File: src/sv/gaps_pkg.sv
// shared types, constants and move tables for the grid path search
// no dependencies
package gaps_pkg;

  localparam int unsigned CoordW = 6;
  localparam int unsigned GridSide = 64;
  localparam int unsigned CellW = 2 * CoordW;
  localparam int unsigned NCells = GridSide * GridSide;
  localparam int unsigned CostW = 14;
  localparam int unsigned LenW = 12;

  localparam logic [1:0] CmdWrite = 2'd0;
  localparam logic [1:0] CmdSearch = 2'd1;
  localparam logic [1:0] CmdRead = 2'd2;

  typedef struct packed {
    logic [1:0]        command;
    logic [CoordW-1:0] cell_x;
    logic [CoordW-1:0] cell_y;
    logic              blocked;
    logic [CoordW-1:0] start_x;
    logic [CoordW-1:0] start_y;
    logic [CoordW-1:0] goal_x;
    logic [CoordW-1:0] goal_y;
    logic [LenW-1:0]   path_index;
  } in_word_t;

  typedef struct packed {
    logic              found;
    logic [LenW-1:0]   path_length;
    logic [CoordW-1:0] step_x;
    logic [CoordW-1:0] step_y;
  } out_word_t;

  // per-cell search record
  typedef struct packed {
    logic             open;
    logic             closed;
    logic [CostW-1:0] cost;
    logic [2:0]       dir;
    logic [CellW-1:0] order;
  } cell_t;

  // scan unit control
  typedef struct packed {
    logic             clr;
    logic             vld;
    logic [CellW-1:0] addr;
  } scan_ctl_t;

  // move offsets as two-bit signed values, in expansion order
  function automatic logic [1:0] mv_dx(input logic [2:0] d);
    logic [1:0] r;
    unique case (d)
      3'd0, 3'd1: r = 2'b00;
      3'd2, 3'd6, 3'd7: r = 2'b01;
      default: r = 2'b11;
    endcase
    return r;
  endfunction

  function automatic logic [1:0] mv_dy(input logic [2:0] d);
    logic [1:0] r;
    unique case (d)
      3'd2, 3'd3: r = 2'b00;
      3'd1, 3'd5, 3'd6: r = 2'b01;
      default: r = 2'b11;
    endcase
    return r;
  endfunction

endpackage

File: src/sv/gaps_scan.sv
// open set scan: keeps the least f, then least h, then earliest inserted cell
// depends on gaps_pkg
module gaps_scan (
  input  logic                        clk_i,
  input  logic                        rst_ni,
  input  gaps_pkg::scan_ctl_t         ctl_i,
  input  gaps_pkg::cell_t             word_i,
  input  logic [gaps_pkg::CoordW-1:0] goal_x_i,
  input  logic [gaps_pkg::CoordW-1:0] goal_y_i,
  output logic                        any_o,
  output logic [gaps_pkg::CellW-1:0]  best_addr_o,
  output gaps_pkg::cell_t             best_word_o
);
  import gaps_pkg::*;

  logic              any_q, any_d;
  logic [CellW-1:0]  addr_q, addr_d;
  cell_t             word_q, word_d;
  logic [CostW:0]    bf_q, bf_d;
  logic [CoordW:0]   bh_q, bh_d;
  logic [CoordW-1:0] cx, cy, ax, ay;
  logic [CoordW:0]   h;
  logic [CostW:0]    f;
  logic              better;

  // distance to goal and f of the incoming cell
  always_comb begin
    cx = ctl_i.addr[CoordW-1:0];
    cy = ctl_i.addr[CellW-1:CoordW];
    ax = (cx > goal_x_i) ? cx - goal_x_i : goal_x_i - cx;
    ay = (cy > goal_y_i) ? cy - goal_y_i : goal_y_i - cy;
    h = {1'b0, ax} + {1'b0, ay};
    f = {1'b0, word_i.cost} + {{(CostW - CoordW){1'b0}}, h};
    better = !any_q || (f < bf_q) || (f == bf_q && h < bh_q) ||
             (f == bf_q && h == bh_q && word_i.order < word_q.order);
  end

  // best candidate update
  always_comb begin
    any_d = any_q;
    addr_d = addr_q;
    word_d = word_q;
    bf_d = bf_q;
    bh_d = bh_q;
    if (ctl_i.clr) begin
      any_d = 1'b0;
    end else if (ctl_i.vld && word_i.open && better) begin
      any_d = 1'b1;
      addr_d = ctl_i.addr;
      word_d = word_i;
      bf_d = f;
      bh_d = h;
    end
  end

  always_ff @(posedge clk_i or negedge rst_ni) begin
    if (!rst_ni) begin
      any_q <= 1'b0;
    end else begin
      any_q <= any_d;
    end
  end

  always_ff @(posedge clk_i) begin
    addr_q <= addr_d;
    word_q <= word_d;
    bf_q <= bf_d;
    bh_q <= bh_d;
  end

  assign any_o = any_q;
  assign best_addr_o = addr_q;
  assign best_word_o = word_q;

endmodule

File: config.mk
export PLATFORM = sky130hd
export DESIGN_NAME = gaps_scan
export DESIGN_NICKNAME = d
export VERILOG_FILES = /design/src/sv/gaps_pkg.sv /design/src/sv/gaps_scan.sv
export SDC_FILE = /design/constraint.sdc
export NUM_CORES = 1
export LEC_CHECK = 0
export ABC_AREA = 1
export BUFFER_PORTS_ARGS = -buffer_cell sky130_fd_sc_hd__buf_2
export CAP_MARGIN = 20
export CORE_MARGIN = 2
export CORE_UTILIZATION = 46
export CTS_CLUSTER_DIAMETER = 80
export DETAILED_ROUTE_END_ITERATION = 6
export PLACE_DENSITY = 0.71
export SLEW_MARGIN = 10
export SYNTH_ARGS = -nofsm -noshare
export SYNTH_HDL_FRONTEND = slang
export SYNTH_SLANG_ARGS = --single-unit
export TNS_END_PERCENT = 1
File: constraint.sdc
create_clock -name clk_i -period 3.5 [get_ports clk_i]
set_input_delay 0.175 -clock clk_i [delete_from_list [all_inputs] [get_ports clk_i]]
set_output_delay 0.175 -clock clk_i [all_outputs]
set_load 0.005 [all_outputs]
==> results of run 1 <==
==> logic make-up (layout without fill, tap and decap cells) <==
group                    Yosys count  in the layout  share of synthesized area [%]
XOR/XNOR                          31             31                           5.65
AND/OR/NAND/NOR                  174            174                           15.2
flip-flops                        66             66                           41.2
buffers and inverters            127            332                           10.8
AO/OA/AOI/OAI                     51             51                           6.75
adder cells (fa/ha/maj)           75             75                           20.5
==> cell usage after synthesis (6+ instances only) <==
library cell,instances
nand2_1,121
inv_1,119
ha_1,69
edfxtp_1,65
a21oi_1,25
xor2_1,25
nor2_1,23
nand3_1,14
a21o_1,6
a31oi_1,6
fa_1,6
xnor2_1,6
==> state kept, by name, summed over array words and instances, names as in the netlist <==
register     count
any_o            1
bh_q             7
best_addr_o     12
best_word_o     31
bf_q            15
==> power by group through the flow <==
stage               clock [uW]  sequential, uW  combinational, uW
finish                     621            1000               2260
global route               661            1000               2540
CTS                        633            1000               2060
detailed placement           0            1020               2010
global placement             0            1020               1920
floorplan                    0            1020               1260
==> final timing paths <==
check | startpoint | end | slack, ps | cells past startpoint
setup reg to reg | bh_q[6] | best_word_o[18] | 1260 | 12
hold / removal | word_i[4] | best_word_o[4] | 10 | 1
setup / recovery | ctl_i[6] | best_word_o[18] | -1400 | 36
hold reg to reg | any_o | any_o | 520 | 2
max in group asynchronous | rst_ni | any_o | 3280 | 2
min in group asynchronous | rst_ni | any_o | 140 | 2
==> layout make-up <==
| class | instances | area, um^2 |
|---|---|---|
| inverters | 123 | 480 |
| multi-input cells | 331 | 2470 |
| clock buffers | 11 | 131 |
| repair buffers | 194 | 1360 |
| clock inverters | 4 | 43.8 |
| fillers | 821 | 3590 |
| flip-flops and latches | 66 | 1980 |
| well taps | 136 | 170 |
==> per-layer routing <==
metal  routed length [um]  share of wire [%]
met5                    0                  0
met4                  223                2.0
met3                  496                4.5
met2                 5890                 53
met1                 4450                 40
==> stage by stage <==
stage	total power [uW]	hold WS, ps	util (%)	instances	instance area [um^2]
3_5_place_dp	3030	-48.3	59.5	829	6090
6_report	3880	13.6	64.9	865	6640
2_1_floorplan	2280	-121	-	524	4860
4_1_cts	3700	4.41	61.9	851	6330
3_3_place_gp	2930	-48.6	59.5	829	6090
5_1_grt	4210	3.52	64.9	865	6640
==> critical path: cells and delay by family <==
| family | cells | cell delay (ps) |
|---|---|---|
| and+or+nand+nor | 13 | 1290 |
| buffers and inverters | 8 | 760 |
| AOI/OAI and AO/OA | 9 | 1190 |
| adders and majority gates | 5 | 1440 |
| xor gates and xnor gates | 1 | 100 |
==> timing repair <==
action / in CTS / in global routing
resized for setup: 1 / 41
buffers inserted: 2 / 9
endpoints found under the setup margin: 66 / 74
pin swaps: 2 / 38
gates cloned: 0 / 5
endpoints found under the hold margin: 5 / 0
hold buffers: 5 / 0
==> impl_results.md, run 1 <==
* Leading area contributor after synthesis: edfxtp_1
* Gr busiest metal: met2
* Pint at 2380 uW
* Drt first-iter violations at approximately 110
* First-pass GRT wire length at roughly 17,000 um
* Area growth syn-to-layout at 38.2%
* Die height at roughly 110 um
* Unrepaired setup endpoints after global routing: true
* Max-slew violations at 0
* Final TNS setup at -88,790 ps
* Clock transition at the registers of the reported paths at 70 ps
* Status: finished with violations
* Commonest non-fill, non-tap cells in the layout: inv_1, nand2_1, buf_2, buf_4, edfxtp_1
* Vias in the first global route at ~4.0k
* DP HPWL at 8170 um
* P_leak at 0.00347 uW
* Global route overflow at 0
* Htree depth at 3
* Port buffer count at 102
* Sw Pwr at approximately 1500 uW
* Crit path launch type: input port
* Max_slew headroom at about four fifths
* Worst Path Arrival at ~5000 ps
* Setup WS pre-CTS at -1660 ps
* MaxCap Viol Count at 0
* Asr flop ratio synth at 1.52%
* CTS buffer count at 9
* # DRC at 0
* Failing checks: negative setup slack
* Setup Skew at about 13 ps
* Combinational power share at roughly 60%
* I/O pins at between 100 and 150
* Yosys cell types at 30
* Clock Path Buffers at 2
* Fraction of layout cells with a size suffix above 1 at between 30 and 40%
* Worst Hold Class: input port to flop
* Critical path's most frequent cell: nand2_2
* DIE AREA at between 10,000 and 15,000 um^2
* Power per cell area at between 500 and 600 nW/um^2
* Critical Path Slowest Stage Cell: fa_2
* Net Count, Synth at 658
* Initial Utilization at a little under half
* GRT met3 Usage at 3.80%
* Clock power share at ~16%
* Routed WL per cell at 12.8 um
* Critical Path RT at about 3600 ps
* YS warnings at 0
* Routed vias at between 4k and 5k
* Largest net degree at the start of global routing at 22
* CTS tree: done
* Final worst slack at -1400 ps
* Mean Syn Cell Area at about 9.2 um^2
* Max Clk Rate at 204 MHz
* Slew @ Worst Pin at between 300 and 400 ps
* Worst skew pair latency at 360 ps
* # rows at 37
* Initial antenna violation count at 0
* GRT met1 Usage at between 20% and 30%
* Tmin final at 4900 ps
* Vias per Instance at 4.72
* Top cells by area, synth: edfxtp_1, ha_1, nand2_1, inv_1, xor2_1
* Sequential share of the synthesized area at around two fifths
* Total GRT Usage at 18.9%
* Core Region at between 10,000 and 15,000 um^2
* Flop pwr share at 25.7%
* Final Hold Vio Count at 0
* Crit end category: flop
* Yosys top cell area share at between 40% and 50%
* VDD IR max at around 0.33 mV
* Post-synth EDFFs at 65
* Final-stage net count at 859
* Synth Flop Type: edfxtp_1
* Sw Share at roughly 39%
* Routing usage on met2 at between 30% and 40%
* Post-synthesis cell area at 4800 um^2
* Most common cell after layout, fill and taps aside: inv_1
* Die W at 106 um
* Cells after Synth at roughly 520
* Antenna diode count at 0
* Root Buffer: clkbuf_8
* CP Max Fanout at 6
* Wirelength, routed at approximately 11,000 um
* CTS sink count at 66
* First-pass iteration count of the detailed router at 4
* Critical path class: input port to flop
* Slowest stage delay, CP at 410 ps
* Synth Register Bits at 66
* Final setup viols at 66
* Final GP Congestion at between 0.8 and 0.9
* Tcrit/Tclk final at 140%
* Final ANT Viol Nets at 0
No activity file was read; power rests on OpenSTA's default activity.
==> run 2, diff against run 1 <==
Settings changed: CORE_MARGIN 2 to 5.
==> impl_results.md, run 2 (synthesis gave the netlist of run 1 again) <==
* Worst skew pair latency at 350 ps (was 360 ps)
* Area growth syn-to-layout at 41.1% (was 38.2%)
* Final setup viols at 66 (unchanged)
* Critical path class: input port to flop (unchanged)
* Max Clk Rate at 202 MHz (was 204 MHz)
* Unrepaired setup endpoints after global routing: true (unchanged)
* Sequential cell area at 1980 um^2 (unchanged)
* Status: finished with violations (unchanged)
* Critical Path Slowest Stage Cell: fa_2 (unchanged)
* Vias in the first global route at 4,237 (was 4,047)
* Clock Path Buffers at 2 (unchanged)
* Total power at 4110 uW (was 3880 uW)
* Slew @ Worst Pin at 321 ps (was 316 ps)
* Wirelength, routed at 12,000 um (was 11,100 um)
* Top Family by Delay on Critical Path: adder cells (unchanged)
* Initial antenna violation count at 0 (unchanged)
* CTS sink count at 66 (unchanged)
* Commonest non-fill, non-tap cells in the layout: nand2_1, inv_1, buf_2, buf_4, edfxtp_1 (was inv_1, nand2_1, buf_2, buf_4, edfxtp_1)
* Initial Utilization at 46.7% (was 46.9%)
* Critical Path RT at 3570 ps (about the same)
* # DRC at 0 (unchanged)
* Fraction of layout cells with a size suffix above 1 at 36.8% (was 35.4%)
* Multi-input gate area at 2530 um^2 (was 2470 um^2)
* Largest net degree at the start of global routing at 22 (unchanged)
* Fin Hold WS at 25.0 ps (was 13.6 ps)
* Total GRT Usage at 18.2% (was 18.9%)
* VDD IR max at 0.323 mV (was 0.327 mV)
* CTS tree: done (unchanged)
* Most common cell after layout, fill and taps aside: nand2_1 (was inv_1)
* Non-Filler Instances at 869 (was 865)
* Final core utilization at 65.9% (was 64.9%)
* Worst path buffer plus inverter count at 8 (unchanged)
* Max_slew headroom at 78.4% (was 78.7%)
* DP HPWL at 8850 um (was 8170 um)
* Drt first-iter violations at 140 (was 108)
* Failing checks: negative setup slack (unchanged)
* Core Region at 10,300 um^2 (was 10,200 um^2)
* Tmin final at 4960 ps (was 4900 ps)
* MaxCap Viol Count at 0 (unchanged)
* Power per cell area at 606 nW/um^2 (was 585 nW/um^2)
* Final GP Congestion at 0.857 (was 0.870)
* Crit end category: flop (unchanged)
* Clock transition at the registers of the reported paths at 70 ps (about the same)
* Crit path launch type: input port (unchanged)
* CP Max Fanout at 7 (was 6)
* Max reg flops at 31 (unchanged)
* Antenna diode count at 0 (unchanged)
* First-pass iteration count of the detailed router at 4 (unchanged)
* Routed vias at 4,110 (was 4,083)
* Die W at 112 um (was 106 um)
* CTS buffer count at 9 (unchanged)
* Final ANT Viol Nets at 0 (unchanged)
* Filler cells at 870 (was 821)
* Routed WL per cell at 13.8 um (was 12.8 um)
* Area after DPL at 6080 um^2 (was 6090 um^2)
* First-pass GRT wire length at 18,800 um (was 17,000 um)
* Worst Hold Class: input port to flop (unchanged)
* I/O pins at 103 (unchanged)
* Root Buffer: clkbuf_8 (unchanged)
* Global route overflow at 0 (unchanged)
* Worst Path Arrival at 5030 ps (was 4970 ps)
* Max-slew violations at 0 (unchanged)
* Final worst slack at -1460 ps (was -1400 ps)
* Final Cell Area at 6780 um^2 (was 6640 um^2)
* # rows at 37 (unchanged)
* Final-stage net count at 862 (was 859)
* DP Cell Count at 827 (was 829)
* Final Hold Vio Count at 0 (unchanged)
* Htree depth at 3 (unchanged)
* Die height at 112 um (was 106 um)
* Port buffer count at 102 (unchanged)
* Setup Skew at 15.7 ps (was 13.2 ps)
* P_leak at 0.00350 uW (was 0.00347 uW)
* Vias per Instance at 4.73 (was 4.72)
* DIE AREA at 12,600 um^2 (was 11,300 um^2)
* Tcrit/Tclk final at 142% (was 140%)
* Slowest stage delay, CP at 390 ps (was 410 ps)
==> run 2: cell count changes in the layout (fill, tap and decap cells not counted), moves of 3 or more <==
cell	previous run	this run
clkbuf_8	9	12
buf_4	74	78
inv_2	6	10
inv_1	112	108
ha_4	4	8
buf_6	4	1
ha_1	64	61
==> run 2: layout make-up <==
type	instances	area share, %
clock buffer	14	2.55
clock inverter	2	0.517
inverter	123	7.09
multi-input combinational	331	37.3
sequential	66	29.2
tap	136	2.51
timing repair buffer	197	20.8
==> run 2: metal layers <==
layer	GRT usage [%]	share of wire, %	vias to the layer above
met4	6.09	2.7	0
li1	-	-	2077
met2	33.8	53	106
met5	0	0	-
met3	3.94	4.9	25
met1	20.5	40	1902
==> run 2: worst register-to-register path, cell delays in order, from the launching register on <==
cell and delay (ps):
edfxtp_1 340, inv_1 50, ha_1 290, nand2_1 100
nor2_1 190, o21ai_0 180, nor2_2 150, nand3_2 80
nand3_2 80, nand2_2 80, clkinvlp_4 110, buf_12 160
clkbuf_16 170
==> run 2: final timing paths <==
path / from / end / slack, ps / depth (start not counted)
max in group asynchronous: rst_ni / any_o / 3280 / 2
setup / recovery: ctl_i[0] / bh_q[0] / -1460 / 35
hold reg to reg: any_o / any_o / 520 / 2
setup reg to reg: bh_q[6] / bh_q[0] / 1260 / 12
hold / removal: ctl_i[5] / best_addr_o[5] / 30 / 1
min in group asynchronous: rst_ni / any_o / 130 / 2
==> run 2: where the power goes <==
| group | total, uW | internal, uW | switching (uW) |
|---|---|---|---|
| sequential | 1000 | 986 | 13.5 |
| clock | 688 | 387 | 301 |
| combinational | 2420 | 1160 | 1260 |
| total | 4110 | 2540 | 1570 |
==> run 2: repair_timing <==
action	CTS	global route
resized for setup	10	38
pin swaps	2	37
setup buffers	2	13
hold buffers	4	2
endpoints found under the setup margin	66	72
hold endpoints to repair	4	2
cloned	1	4
==> run 2: through the flow <==
step | TNS, ps | setup slack, ps
after CTS | -82640 | -1280
after floorplan | -112360 | -1720
final | -94930 | -1460
after detailed placement | -116190 | -1770
after global placement | -98880 | -1530
after global routing | -110010 | -1680
